--- config.mk ---
export PLATFORM = sky130hd
export DESIGN_NAME = source_tokenizer
export DESIGN_NICKNAME = d
export VERILOG_FILES = /design/src/stok_pkg.sv /design/src/source_tokenizer.sv /design/src/stok_scanner.sv /design/src/stok_queue.sv
export SDC_FILE = /design/constraint.sdc
export NUM_CORES = 1
export LEC_CHECK = 0
export ABC_AREA = 1
export BUFFER_PORTS_ARGS = -buffer_cell sky130_fd_sc_hd__buf_2
export CAP_MARGIN = 20
export CORE_UTILIZATION = 57
export DETAILED_ROUTE_END_ITERATION = 6
export PLACE_DENSITY_LB_ADDON = 0.15
export SYNTH_ARGS = -nofsm -noshare
export SYNTH_HDL_FRONTEND = slang
export SYNTH_SLANG_ARGS = --single-unit
export TNS_END_PERCENT = 100
--- constraint.sdc ---
create_clock -name clock -period 17.4 [get_ports clock]
set_input_delay 0 -clock clock [delete_from_list [all_inputs] [get_ports clock]]
set_output_delay 0 -clock clock [all_outputs]
set_load 0.005 [all_outputs]
--- src/stok_pkg.sv ---
`default_nettype none

package stok_pkg;

   // Default configuration
   localparam int STOK_OFFSET_BITS   = 32;
   localparam int STOK_KEYWORD_CHARS = 5;

   // Token kinds
   localparam logic [4:0] KIND_LPAREN  = 5'd0;
   localparam logic [4:0] KIND_RPAREN  = 5'd1;
   localparam logic [4:0] KIND_LBRACE  = 5'd2;
   localparam logic [4:0] KIND_RBRACE  = 5'd3;
   localparam logic [4:0] KIND_MINUS   = 5'd4;
   localparam logic [4:0] KIND_PLUS    = 5'd5;
   localparam logic [4:0] KIND_SEMI    = 5'd6;
   localparam logic [4:0] KIND_SLASH   = 5'd7;
   localparam logic [4:0] KIND_STAR    = 5'd8;
   localparam logic [4:0] KIND_NE      = 5'd9;
   localparam logic [4:0] KIND_ASSIGN  = 5'd10;
   localparam logic [4:0] KIND_EQ      = 5'd11;
   localparam logic [4:0] KIND_GT      = 5'd12;
   localparam logic [4:0] KIND_GE      = 5'd13;
   localparam logic [4:0] KIND_LT      = 5'd14;
   localparam logic [4:0] KIND_LE      = 5'd15;
   localparam logic [4:0] KIND_IDENT   = 5'd16;
   localparam logic [4:0] KIND_NUMBER  = 5'd17;
   localparam logic [4:0] KIND_INT     = 5'd18;
   localparam logic [4:0] KIND_IF      = 5'd19;
   localparam logic [4:0] KIND_ELSE    = 5'd20;
   localparam logic [4:0] KIND_WHILE   = 5'd21;
   localparam logic [4:0] KIND_PRINT   = 5'd22;
   localparam logic [4:0] KIND_EOF     = 5'd23;
   localparam logic [4:0] KIND_ERROR   = 5'd24;

   // One result item
   typedef struct packed {
      logic [4:0]  kind;
      logic [31:0] start;
      logic [31:0] length;
      logic [63:0] value;
      logic        last;
   } stok_token_type;

   // Items produced by one accepted byte, in order
   typedef struct packed {
      logic [1:0]     count;
      stok_token_type first;
      stok_token_type second;
   } stok_push_type;

endpackage

`default_nettype wire

--- src/source_tokenizer.sv ---
// Items of an accepted byte are registered into the result queue, then shown on rsp_ in order.
// Throughput: one byte per cycle while rsp_ready is high and each byte yields
// at most one item; a byte that yields two items can hold the next byte back. req_ready
// is set by the three-entry result queue: low while two or more items wait.
// Reset: synchronous, active high; clears scanner state and empties the queue.
`default_nettype none

module source_tokenizer
   import stok_pkg::*;
#(
   parameter int OFFSET_BITS   = STOK_OFFSET_BITS,
   parameter int KEYWORD_CHARS = STOK_KEYWORD_CHARS
) (
   input  wire logic        clock,
   input  wire logic        reset,
   input  wire logic        req_valid,
   output logic             req_ready,
   input  wire logic [7:0]  req_source_byte,
   output logic             rsp_valid,
   input  wire logic        rsp_ready,
   output logic [4:0]       rsp_token_kind,
   output logic [31:0]      rsp_token_start,
   output logic [31:0]      rsp_token_length,
   output logic [63:0]      rsp_number_value,
   output logic             rsp_last_of_run
);

   stok_push_type  push;
   stok_token_type head;
   logic           space;
   logic           accept;

   assign req_ready = space;
   assign accept    = req_valid && space;

   stok_scanner #(
      .OFFSET_BITS   (OFFSET_BITS),
      .KEYWORD_CHARS (KEYWORD_CHARS)
   ) u_scanner (
      .clock       (clock),
      .reset       (reset),
      .accept      (accept),
      .source_byte (req_source_byte),
      .push        (push)
   );

   stok_queue u_queue (
      .clock     (clock),
      .reset     (reset),
      .push      (push),
      .space     (space),
      .rsp_valid (rsp_valid),
      .rsp_ready (rsp_ready),
      .head      (head)
   );

   assign rsp_token_kind   = head.kind;
   assign rsp_token_start  = head.start;
   assign rsp_token_length = head.length;
   assign rsp_number_value = head.value;
   assign rsp_last_of_run  = head.last;

`ifndef SYNTHESIS
   a_stall_has_items: assert property (@(posedge clock) disable iff (reset)
      !req_ready |-> rsp_valid)
      else $error("input stalled with empty result queue");

   a_eof_follows: assert property (@(posedge clock) disable iff (reset)
      (req_valid && req_ready && req_source_byte == 8'd0) |=> rsp_valid)
      else $error("end of source gave no item");

   a_run_continues: assert property (@(posedge clock) disable iff (reset)
      (rsp_valid && rsp_ready && !rsp_last_of_run) |=> rsp_valid)
      else $error("second item of a run missing");
`endif

endmodule

`default_nettype wire

--- src/stok_scanner.sv ---
`default_nettype none

module stok_scanner
   import stok_pkg::*;
#(
   parameter int OFFSET_BITS   = STOK_OFFSET_BITS,
   parameter int KEYWORD_CHARS = STOK_KEYWORD_CHARS
) (
   input  wire logic          clock,
   input  wire logic          reset,
   input  wire logic          accept,
   input  wire logic [7:0]    source_byte,
   output stok_push_type      push
);

   localparam int LEN_W = $clog2(KEYWORD_CHARS + 2);
   localparam int IDX_W = $clog2(KEYWORD_CHARS);

   typedef enum logic [3:0] {
      MODE_IDLE,
      MODE_NUM,
      MODE_WORD,
      MODE_BANG,
      MODE_EQ,
      MODE_LT,
      MODE_GT,
      MODE_SLASH,
      MODE_COMMENT
   } mode_type;

   mode_type                 mode_ff, mode_in;
   logic [OFFSET_BITS-1:0]   pos_ff, pos_in;
   logic [OFFSET_BITS-1:0]   begin_ff, begin_in;
   logic [63:0]              acc_ff, acc_in;
   logic [LEN_W-1:0]         len_ff, len_in;
   logic [7:0]               prefix_ff [KEYWORD_CHARS];

   logic                     pfx_we;
   logic [IDX_W-1:0]         pfx_idx;
   logic                     done;
   logic                     a_vld, b_vld;
   logic [4:0]               a_kind, b_kind;
   logic [OFFSET_BITS-1:0]   a_start, a_len, b_start, b_len;
   logic [63:0]              a_val;
   logic [OFFSET_BITS-1:0]   held;
   logic [4:0]               wkind;
   logic                     is_eq;
   stok_token_type           tok_a, tok_b;

   function automatic logic is_digit(input logic [7:0] c);
      return (c >= "0") && (c <= "9");
   endfunction

   function automatic logic is_alpha(input logic [7:0] c);
      return ((c >= "a") && (c <= "z")) || ((c >= "A") && (c <= "Z")) || (c == "_");
   endfunction

   // Zero-extend or truncate an offset to the 32-bit port width
   function automatic logic [31:0] to_word(input logic [OFFSET_BITS-1:0] x);
      logic [OFFSET_BITS+31:0] ext;
      ext = {32'd0, x};
      return ext[31:0];
   endfunction

   assign held  = pos_ff - begin_ff;
   assign is_eq = (source_byte == "=");

   // Classify the pending word against the keywords
   always_comb begin
      wkind = KIND_IDENT;
      case (prefix_ff[0])
         "i": begin
            if (len_ff == LEN_W'(2) && prefix_ff[1] == "f") begin
               wkind = KIND_IF;
            end else if (len_ff == LEN_W'(3) && prefix_ff[1] == "n" && prefix_ff[2] == "t") begin
               wkind = KIND_INT;
            end
         end
         "e": begin
            if (len_ff == LEN_W'(4) && prefix_ff[1] == "l" && prefix_ff[2] == "s"
                && prefix_ff[3] == "e") begin
               wkind = KIND_ELSE;
            end
         end
         "p": begin
            if (len_ff == LEN_W'(5) && prefix_ff[1] == "r" && prefix_ff[2] == "i"
                && prefix_ff[3] == "n" && prefix_ff[4] == "t") begin
               wkind = KIND_PRINT;
            end
         end
         "w": begin
            if (len_ff == LEN_W'(5) && prefix_ff[1] == "h" && prefix_ff[2] == "i"
                && prefix_ff[3] == "l" && prefix_ff[4] == "e") begin
               wkind = KIND_WHILE;
            end
         end
         default: begin
            wkind = KIND_IDENT;
         end
      endcase
   end

   // Scan one byte: extend the pending token, or close it and start a new one
   always_comb begin
      mode_in  = mode_ff;
      pos_in   = pos_ff;
      begin_in = begin_ff;
      acc_in   = acc_ff;
      len_in   = len_ff;
      pfx_we   = 1'b0;
      pfx_idx  = '0;
      done     = 1'b0;
      a_vld    = 1'b0;
      a_kind   = KIND_ERROR;
      a_start  = begin_ff;
      a_len    = OFFSET_BITS'(1);
      a_val    = '0;
      b_vld    = 1'b0;
      b_kind   = KIND_ERROR;
      b_start  = pos_ff;
      b_len    = OFFSET_BITS'(1);

      case (mode_ff)
         MODE_NUM: begin
            if (is_digit(source_byte)) begin
               acc_in = {acc_ff[60:0], 3'b000} + {acc_ff[62:0], 1'b0}
                        + {60'd0, source_byte[3:0]};
               done   = 1'b1;
            end else begin
               a_vld  = 1'b1;
               a_kind = KIND_NUMBER;
               a_len  = held;
               a_val  = acc_ff;
            end
         end
         MODE_WORD: begin
            if (is_alpha(source_byte) || is_digit(source_byte)) begin
               if (len_ff < LEN_W'(KEYWORD_CHARS)) begin
                  pfx_we  = 1'b1;
                  pfx_idx = len_ff[IDX_W-1:0];
               end
               if (len_ff < LEN_W'(KEYWORD_CHARS + 1)) begin
                  len_in = len_ff + LEN_W'(1);
               end
               done = 1'b1;
            end else begin
               a_vld  = 1'b1;
               a_kind = (len_ff < LEN_W'(2) || len_ff > LEN_W'(5)) ? KIND_IDENT : wkind;
               a_len  = held;
            end
         end
         MODE_BANG: begin
            a_vld  = 1'b1;
            a_kind = is_eq ? KIND_NE : KIND_ERROR;
            a_len  = is_eq ? OFFSET_BITS'(2) : OFFSET_BITS'(1);
            done   = is_eq;
         end
         MODE_EQ: begin
            a_vld  = 1'b1;
            a_kind = is_eq ? KIND_EQ : KIND_ASSIGN;
            a_len  = is_eq ? OFFSET_BITS'(2) : OFFSET_BITS'(1);
            done   = is_eq;
         end
         MODE_LT: begin
            a_vld  = 1'b1;
            a_kind = is_eq ? KIND_LE : KIND_LT;
            a_len  = is_eq ? OFFSET_BITS'(2) : OFFSET_BITS'(1);
            done   = is_eq;
         end
         MODE_GT: begin
            a_vld  = 1'b1;
            a_kind = is_eq ? KIND_GE : KIND_GT;
            a_len  = is_eq ? OFFSET_BITS'(2) : OFFSET_BITS'(1);
            done   = is_eq;
         end
         MODE_SLASH: begin
            if (source_byte == "/") begin
               mode_in = MODE_COMMENT;
               done    = 1'b1;
            end else begin
               a_vld  = 1'b1;
               a_kind = KIND_SLASH;
            end
         end
         MODE_COMMENT: begin
            if (source_byte != 8'd0) begin
               if (source_byte == 8'h0A) begin
                  mode_in = MODE_IDLE;
               end
               done = 1'b1;
            end
         end
         default: begin
            done = 1'b0;
         end
      endcase

      if (done) begin
         // byte absorbed by the pending token
         if (mode_ff == MODE_BANG || mode_ff == MODE_EQ ||
             mode_ff == MODE_LT || mode_ff == MODE_GT) begin
            mode_in = MODE_IDLE;
         end
         pos_in = pos_ff + OFFSET_BITS'(1);
      end else if (source_byte == 8'd0) begin
         // end of source: emit end of file and start afresh
         b_vld    = 1'b1;
         b_kind   = KIND_EOF;
         b_len    = '0;
         mode_in  = MODE_IDLE;
         pos_in   = '0;
         begin_in = '0;
         acc_in   = '0;
         len_in   = '0;
      end else begin
         // start a new token at this byte
         mode_in  = MODE_IDLE;
         begin_in = pos_ff;
         pos_in   = pos_ff + OFFSET_BITS'(1);
         if (is_digit(source_byte)) begin
            mode_in = MODE_NUM;
            acc_in  = {60'd0, source_byte[3:0]};
         end else if (is_alpha(source_byte)) begin
            mode_in = MODE_WORD;
            pfx_we  = 1'b1;
            pfx_idx = '0;
            len_in  = LEN_W'(1);
         end else begin
            case (source_byte)
               " ", 8'h09, 8'h0D, 8'h0A: b_vld = 1'b0;
               "(": begin b_vld = 1'b1; b_kind = KIND_LPAREN; end
               ")": begin b_vld = 1'b1; b_kind = KIND_RPAREN; end
               "{": begin b_vld = 1'b1; b_kind = KIND_LBRACE; end
               "}": begin b_vld = 1'b1; b_kind = KIND_RBRACE; end
               "-": begin b_vld = 1'b1; b_kind = KIND_MINUS; end
               "+": begin b_vld = 1'b1; b_kind = KIND_PLUS; end
               ";": begin b_vld = 1'b1; b_kind = KIND_SEMI; end
               "*": begin b_vld = 1'b1; b_kind = KIND_STAR; end
               "/": mode_in = MODE_SLASH;
               "!": mode_in = MODE_BANG;
               "=": mode_in = MODE_EQ;
               "<": mode_in = MODE_LT;
               ">": mode_in = MODE_GT;
               default: begin
                  b_vld  = 1'b1;
                  b_kind = KIND_ERROR;
               end
            endcase
         end
      end
   end

   // Pack the items in order, marking the last of the run
   always_comb begin
      tok_a.kind   = a_kind;
      tok_a.start  = to_word(a_start);
      tok_a.length = to_word(a_len);
      tok_a.value  = a_val;
      tok_a.last   = !b_vld;
      tok_b.kind   = b_kind;
      tok_b.start  = to_word(b_start);
      tok_b.length = to_word(b_len);
      tok_b.value  = '0;
      tok_b.last   = 1'b1;
      push.first   = a_vld ? tok_a : tok_b;
      push.second  = tok_b;
      push.count   = accept ? ({1'b0, a_vld} + {1'b0, b_vld}) : 2'd0;
   end

   // Hold scanner state; advance on each accepted byte
   always_ff @(posedge clock) begin
      if (reset) begin
         mode_ff  <= MODE_IDLE;
         pos_ff   <= '0;
         begin_ff <= '0;
         acc_ff   <= '0;
         len_ff   <= '0;
      end else if (accept) begin
         mode_ff  <= mode_in;
         pos_ff   <= pos_in;
         begin_ff <= begin_in;
         acc_ff   <= acc_in;
         len_ff   <= len_in;
      end
      if (accept && pfx_we) begin
         prefix_ff[pfx_idx] <= source_byte;
      end
   end

endmodule

`default_nettype wire

--- src/stok_queue.sv ---
`default_nettype none

module stok_queue
   import stok_pkg::*;
(
   input  wire logic          clock,
   input  wire logic          reset,
   input  wire stok_push_type push,
   output logic               space,
   output logic               rsp_valid,
   input  wire logic          rsp_ready,
   output stok_token_type     head
);

   stok_token_type slot_ff [3];
   stok_token_type slot_in [3];
   stok_token_type shifted [3];
   logic [1:0]     cnt_ff, cnt_in;
   logic [1:0]     base;
   logic           pop;

   assign rsp_valid = (cnt_ff != 2'd0);
   assign pop       = rsp_valid && rsp_ready;
   assign space     = (cnt_ff <= 2'd1);
   assign head      = slot_ff[0];
   assign base      = cnt_ff - {1'b0, pop};
   assign cnt_in    = base + push.count;

   assign shifted[0] = slot_ff[1];
   assign shifted[1] = slot_ff[2];
   assign shifted[2] = slot_ff[2];

   // Drop the head on pop, append new items behind the survivors
   always_comb begin
      for (int i = 0; i < 3; i++) begin
         if (2'(i) < base) begin
            slot_in[i] = pop ? shifted[i] : slot_ff[i];
         end else if (2'(i) == base && push.count != 2'd0) begin
            slot_in[i] = push.first;
         end else if (2'(i) == base + 2'd1 && push.count == 2'd2) begin
            slot_in[i] = push.second;
         end else begin
            slot_in[i] = slot_ff[i];
         end
      end
   end

   always_ff @(posedge clock) begin
      if (reset) begin
         cnt_ff <= '0;
      end else begin
         cnt_ff <= cnt_in;
      end
      slot_ff <= slot_in;
   end

endmodule

`default_nettype wire
# == Word level (Yosys, flattened, before mapping) ==
# Memory sizes are Yosys's and may differ from the RTL's.
# Cells that the tools add are included.
# op_classes
n_lt_le_gt_ge,14
muxes,95
n_reduce_logical,50
addsub,9
n_eq_ne,58
bitwise_logic,2
# ops
op,n
134-bit 2-to-1 mux,11
64-bit 2-to-1 mux,7
32-bit 2-to-1 mux,6
"8-bit by 7-bit equality test with 1-bit output, second input constant",20
"8-bit by 6-bit equality test with 1-bit output, second input constant",12
32-bit one-hot mux with 3 select lines,1
64-bit by 4-bit adder with 64-bit output,1
64-bit adder,1
3-bit 2-to-1 mux,17
5-bit 2-to-1 mux,9
5-bit one-hot mux with 8 select lines,1
4-bit 2-to-1 mux,9
5-bit one-hot mux with 7 select lines,1
"32-bit by 1-bit adder with 32-bit output, second input constant",1
32-bit subtractor,1
1-bit logical AND,26
1-bit 2-to-1 mux,25
"8-bit by 4-bit equality test with 1-bit output, second input constant",3
5-bit one-hot mux with 4 select lines,1
"4-bit by 3-bit equality test with 1-bit output, second input constant",4
"8-bit by 7-bit >= comparator with 1-bit output, second input constant",2
"8-bit by 7-bit <= comparator with 1-bit output, second input constant",2
"4-bit != test, second input constant",4
3-bit one-hot mux with 5 select lines,1
38 further kinds,62
# totals
mem_bits_rw,40
memories,1
output_inout_bits,136
register_bits,539
input_bits,12
# memory_table
memory,depth,width,rd,rd_ports_with_merged_regs,write_ports,line,rtl
u_scanner.prefix_ff,5,8,5,0,1,stok_scanner.sv:36,logic [7:0] prefix_ff [KEYWORD_CHARS];

# == Logic depth before layout (Yosys ltp) ==
# depth
word_depth,15
mapped_depth,25
depth_no_buf,21

# == Cells and area by module ==
# A second synthesis with hierarchy kept.
# unflattened
cells_unflattened,5351
hier_area_um2,38739.7
# by_module_without_submodules
mod,seq_area_each_um2,cells_per_inst,n_inst,area_per_inst_um2
stok_queue,12111.6,2359,1,20885.0
stok_scanner,3903.7,2990,1,17847.1
source_tokenizer,0.0,2,1,7.5

# == Least setup slack after synthesis ==
# OpenSTA, ideal clock, no wires.
# synth_timing
path_kind,register to register
from,reg u_scanner.mode_ff[3]
to,"reg u_queue.slot_ff (netlist bit u_queue.shifted[0]), enable pin"
stages_incl_launch_ff,14
n_path_buf,1
slack_ns,1.144
t_required_ns,16.411
arrival_time_ns,15.267
cell_sequence,dfxtp_1 > nor2_1 > nand3_1 > nor2_2 > inv_2 > nand2_2 > inv_2 > nand2_2 > buf_4 > ha_1 > inv_1 > nor2_1 > inv_1 > o41ai_1
# synth_via
elab_chain_len,10
# synth_lines
item,line,rtl
from (decl),stok_scanner.sv:31,"mode_type mode_ff, mode_in;"
from (signal assigned),stok_scanner.sv:279,mode_ff <= mode_in;
4-bit by 3-bit equality test with 1-bit output / 4-bit by 2-bit equality test with 1-bit output (equally long branches),stok_scanner.sv:123,case (mode_ff)
4-bit OR reduction (no source line),--,
1-bit one-hot mux with 5 select lines,stok_scanner.sv:123,
1-bit 2-to-1 mux,stok_scanner.sv:198,if (done) begin
1-bit by 1-bit adder with 2-bit output *,stok_scanner.sv:267,"push.count = accept ? ({1'b0, a_vld} + {1'b0, b_vld}) : 2'd0;"
2-bit 2-to-1 mux *,stok_scanner.sv:267,
2-bit equality test / 2-bit nonzero test (equally long branches),"stok_queue.sv:40, stok_queue.sv:38",
"1-bit logical AND, on equally long branches","stok_queue.sv:40, stok_queue.sv:38",
2-bit nonzero test (no source line) *,--,
2-bit AND reduction (no source line) *,--,
to (signal assigned),stok_queue.sv:54,slot_ff <= slot_in;
to (decl),stok_queue.sv:15,stok_token_type slot_ff [3];
# Mark *: on every way between the ends. The rest lies on a longest branch, timed or not.
# A chain may end at the register's enable or synchronous reset.

# == Worst setup path after layout ==
# layout_timing
from,reg u_queue.cnt_ff[1]
to,"reg u_queue.slot_ff (netlist bit u_queue.head[52]), enable pin"
# layout_via
elab_chain_len,8
# layout_lines
item,line,rtl
from (decl),stok_queue.sv:18,"logic [1:0] cnt_ff, cnt_in;"
from (signal assigned),stok_queue.sv:52,cnt_ff <= cnt_in;
2-bit nonzero test,stok_queue.sv:22,assign rsp_valid = (cnt_ff != 2'd0);
1-bit logical AND,stok_queue.sv:23,assign pop = rsp_valid && rsp_ready;
2-bit by 1-bit subtractor with 2-bit output,stok_queue.sv:26,"assign base = cnt_ff - {1'b0, pop};"
2-bit by 1-bit adder with 2-bit output,stok_queue.sv:40,end else if (2'(i) == base + 2'd1 && push.count == 2'd2) begin
2-bit zero test,stok_queue.sv:40,
1-bit logical AND,stok_queue.sv:40,
3-bit nonzero test (no source line),--,
2-bit AND reduction (no source line) *,--,
# Marks and branches as above.

==> key figures <==
Global routing
  • Initial antenna violation count: 0
  • Total congestion overflow: 0
  • Number of global-route vias before repair: 26700
  • First-pass GRT wire length: 149000 um
  • Aggregate global-route resource usage: 31.8%
  • Largest net degree at the start of global routing: 96

Die
  • Die Ht: 244 um
  • Initial Util: a little under 60%
  • I/O pin count: 148
  • Die area: 59600 sq um
  • Die Wd: 244 um
  • Cell row count: 88
  • Core area: 57800 sq um

STA
  • Fin crit share: 36.8%
  • Relative slew slack: 25.0%
  • RSZ-0062 raised after global routing: false
  • Final hold vios: 0
  • Fmax achieved: ~160 MHz
  • Setup TNS: 0 ns
  • Final setup fails: 0
  • Worst Max-Slew Pin Slew: roughly 1.1 ns
  • Min Tclk post-route: about 6.4 ns
  • Final slew viol count: 0
  • Clk_skew: 0.0276 ns

Logic synthesis
  • Simple-gate share of the synthesized area: 25.0%
  • Xor/xnor share of the synthesized area: roughly 1.5%
  • Post-synth top flop: edfxtp_1
  • Synth warnings: 0
  • Post-Synth Adder-Cell Area: 6.39%
  • Asr flop ratio synth: 0%
  • Mapped Avg Cell Area: just over 8 sq um
  • Mux contribution to synthesized area: less than 1%
  • Yosys reg bits: 579
  • Distinct cells, synth: 54
  • Compound-Gate Fraction of Synth Area: approximately an eighth
  • Cells after Synth: slightly above 4000
  • Main combinational cell family by area after synthesis: simple AND/OR/NAND/NOR gates
  • Sequential-to-total area share from yosys stat: 47.9%
  • Post-synth EDFFs: 442
  • Cell Area, Synth: ~33000 sq um
  • Syn nets: around 4300

Drt
  • Via density: 5.68
  • Via Count: 28400
  • DRC: 0
  • Final WL: 95400 um
  • Initial DRT Pass Iterations: 6
  • Routed Antenna Nets: 0
  • DR iter-0 viols: ~2600
  • Drt wl/cell: 19.1 um

Clocking
  • Num Clock Sinks: 579
  • TritonCTS buffer count: 61
  • Htree depth: 2
  • CTS max path bufs: 3
  • Skew-Pair Late Insertion Delay: 0.64 ns
  • Root buf cell: clkbuf_16
  • CTS tree: done
  • CTS clock-pin slew for the worst setup and hold paths: 0.06 ns
  • CTS-repair resized insts: 0

Worst setup path
  • Reg2reg start: u_queue.cnt_ff[1]
  • Crit-path max FO: 69
  • Critical Path End Type: register
  • R2R Setup Slk: 10.99 ns
  • Reg2reg end: u_queue.head[52]
  • Critical Path Start Type: register
  • Critical Path AT: between 6 and 7 ns
  • Path type of the worst setup path: register to register
  • R2r worst-path depth: 17
  • Data required, critical path: 17.64 ns

Power and ir drop
  • Clock share of power: 26.7%
  • P_int: 0.00318 W
  • P_leak: about 15 nW
  • Reg power frac: 44.6%
  • Total power: 0.00487 W
  • Sw frac: 34.8%
  • Comb power frac: between 20 and 30%
  • Net Switching: 0.00169 W
  • Power per Cell Area: 133 nW/um^2
  • Worst vdd ir: 0.136 mV

Placement
  • Port Buffers: 147
  • Final GP Congestion: 0.989
  • Detailed placement HPWL: 68300 um

Min path
  • Worst hold start: req_valid
  • Worst Hold Endpoint: u_scanner.len_ff[0]
  • Worst hold path type: primary input to register
  • Hold path depth: 4

Run
  • Max cap viols: 0

Cells and area
  • N_diodes: 0
  • Nets: 4362
  • Most frequent cells in the layout: nand2_1 (1143), edfxtp_1 (442), nor2_1 (395)
  • Share of layout cells above drive strength 1: about a tenth
  • Layout fillers: a little over 5000
  • Most common cell after layout, fill and taps aside: nand2_1
  • Area delta synth->final: 9.77%

Run status
  • Outcome: complete, no violations
-- power by group through the flow --
stage	Combinational (W)	Clock, W	Sequential (W)
2_1_floorplan	0.000846	0	0.00234
3_3_place_gp	0.00136	0	0.00220
3_5_place_dp	0.00138	0	0.00220
4_1_cts	0.00139	0.00131	0.00218
5_1_grt	0.00154	0.00137	0.00220
6_report	0.00140	0.00130	0.00217
-- cell usage after synthesis, types with 52 or more instances --
master	count	area, sq um
edfxtp_1	442	13300
o21ai_0	342	1710
nand3_1	218	1090
clkbuf_1	114	428
a21oi_1	174	871
dfxtp_1	137	2740
o21bai_1	52	390
inv_1	394	1480
xor2_1	54	473
nor2_1	396	1490
ha_1	166	2080
nand2_1	1143	4290
nor3_1	56	280
-- worst max path at each step --
stage	from	endpoint	slack, ns
after floorplan	u_scanner.mode_ff[3]	u_queue.shifted[0]	1.14
after global placement	u_queue.cnt_ff[1]	u_queue.head[101]	10.91
after detailed placement	u_queue.cnt_ff[1]	u_queue.head[103]	10.83
after CTS	u_queue.cnt_ff[1]	u_queue.head[81]	10.81
after global routing	u_queue.cnt_ff[0]	u_queue.head[61]	10.51
final	u_queue.cnt_ff[1]	u_queue.head[52]	10.99
-- worst max-delay path: stages, from the launching register on --
cell and delay [ns]:
dfxtp_1 0.32, inv_2 0.06, nand2_1 0.06, nand2_1 0.18, inv_1 0.08, ha_1 0.21, or2_1 0.22, nand2_2 0.05
buf_4 0.59, clkinv_2 0.81, nor2_2 0.53, inv_4 0.37, nor2_4 0.40, inv_4 0.23, o21ai_4 0.20, buf_12 0.24
buf_4 0.53, buf_4 0.82
-- sequential cells by signal (all words and copies together) (netlist names), 3 cells and up, named ones only --
| register | count |
|---|---|
| u_queue.shifted | 268 |
| u_queue.head | 134 |
| u_scanner.prefix_ff | 40 |
| u_scanner.a_start | 32 |
| u_scanner.b_start | 32 |
| u_scanner.acc_ff | 22 |
| u_scanner.mode_ff | 4 |
| u_scanner.len_ff | 3 |
-- layer usage --
metal	vias up	wire length (um)	track usage, %	share of wire, %
met5	-	0	0	0
met4	0	3280	11.1	3.4
met3	187	5370	3.24	5.6
met2	919	46500	53.9	49
met1	13400	40200	42.4	42
li1	13900	-	-	-
-- metrics by stage --
step | setup WS [ns] | utilization, % | instances | cell area, sq um | hold slack (ns)
after floorplan | 1.14 | - | 4098 | 33400 | 0.0989
after global placement | 10.91 | 59.9 | 4872 | 34600 | 0.272
after detailed placement | 10.83 | 59.9 | 4872 | 34600 | 0.281
after CTS | 10.81 | 63.5 | 4997 | 36700 | 0.0955
after global routing | 10.51 | 63.5 | 4998 | 36700 | 0.124
final | 10.99 | 63.5 | 4998 | 36700 | 0.109
-- timing repair --
action	in CTS	in global routing
hold buffers	10	0
setup buffers	0	0
hold endpoints to repair	83	0
-- layout make-up --
class	instances	area [sq um]	area share (%)
multi-input combinational	2949	15200	41.4
inverter	412	1560	4.24
clock inverter	35	355	0.968
sequential	579	16000	43.6
clock buffer	80	1630	4.44
tap	765	957	2.61
timing repair buffer	178	1010	2.75
-- cell families after synthesis --
family                   Yosys count
AO/OA/AOI/OAI                    735
XOR/XNOR                          56
adder cells (fa/ha/maj)          169
buffers and inverters            570
flip-flops                       579
multiplexers                       1
AND/OR/NAND/NOR                 1988
Power figures use the tool's default switching activity.
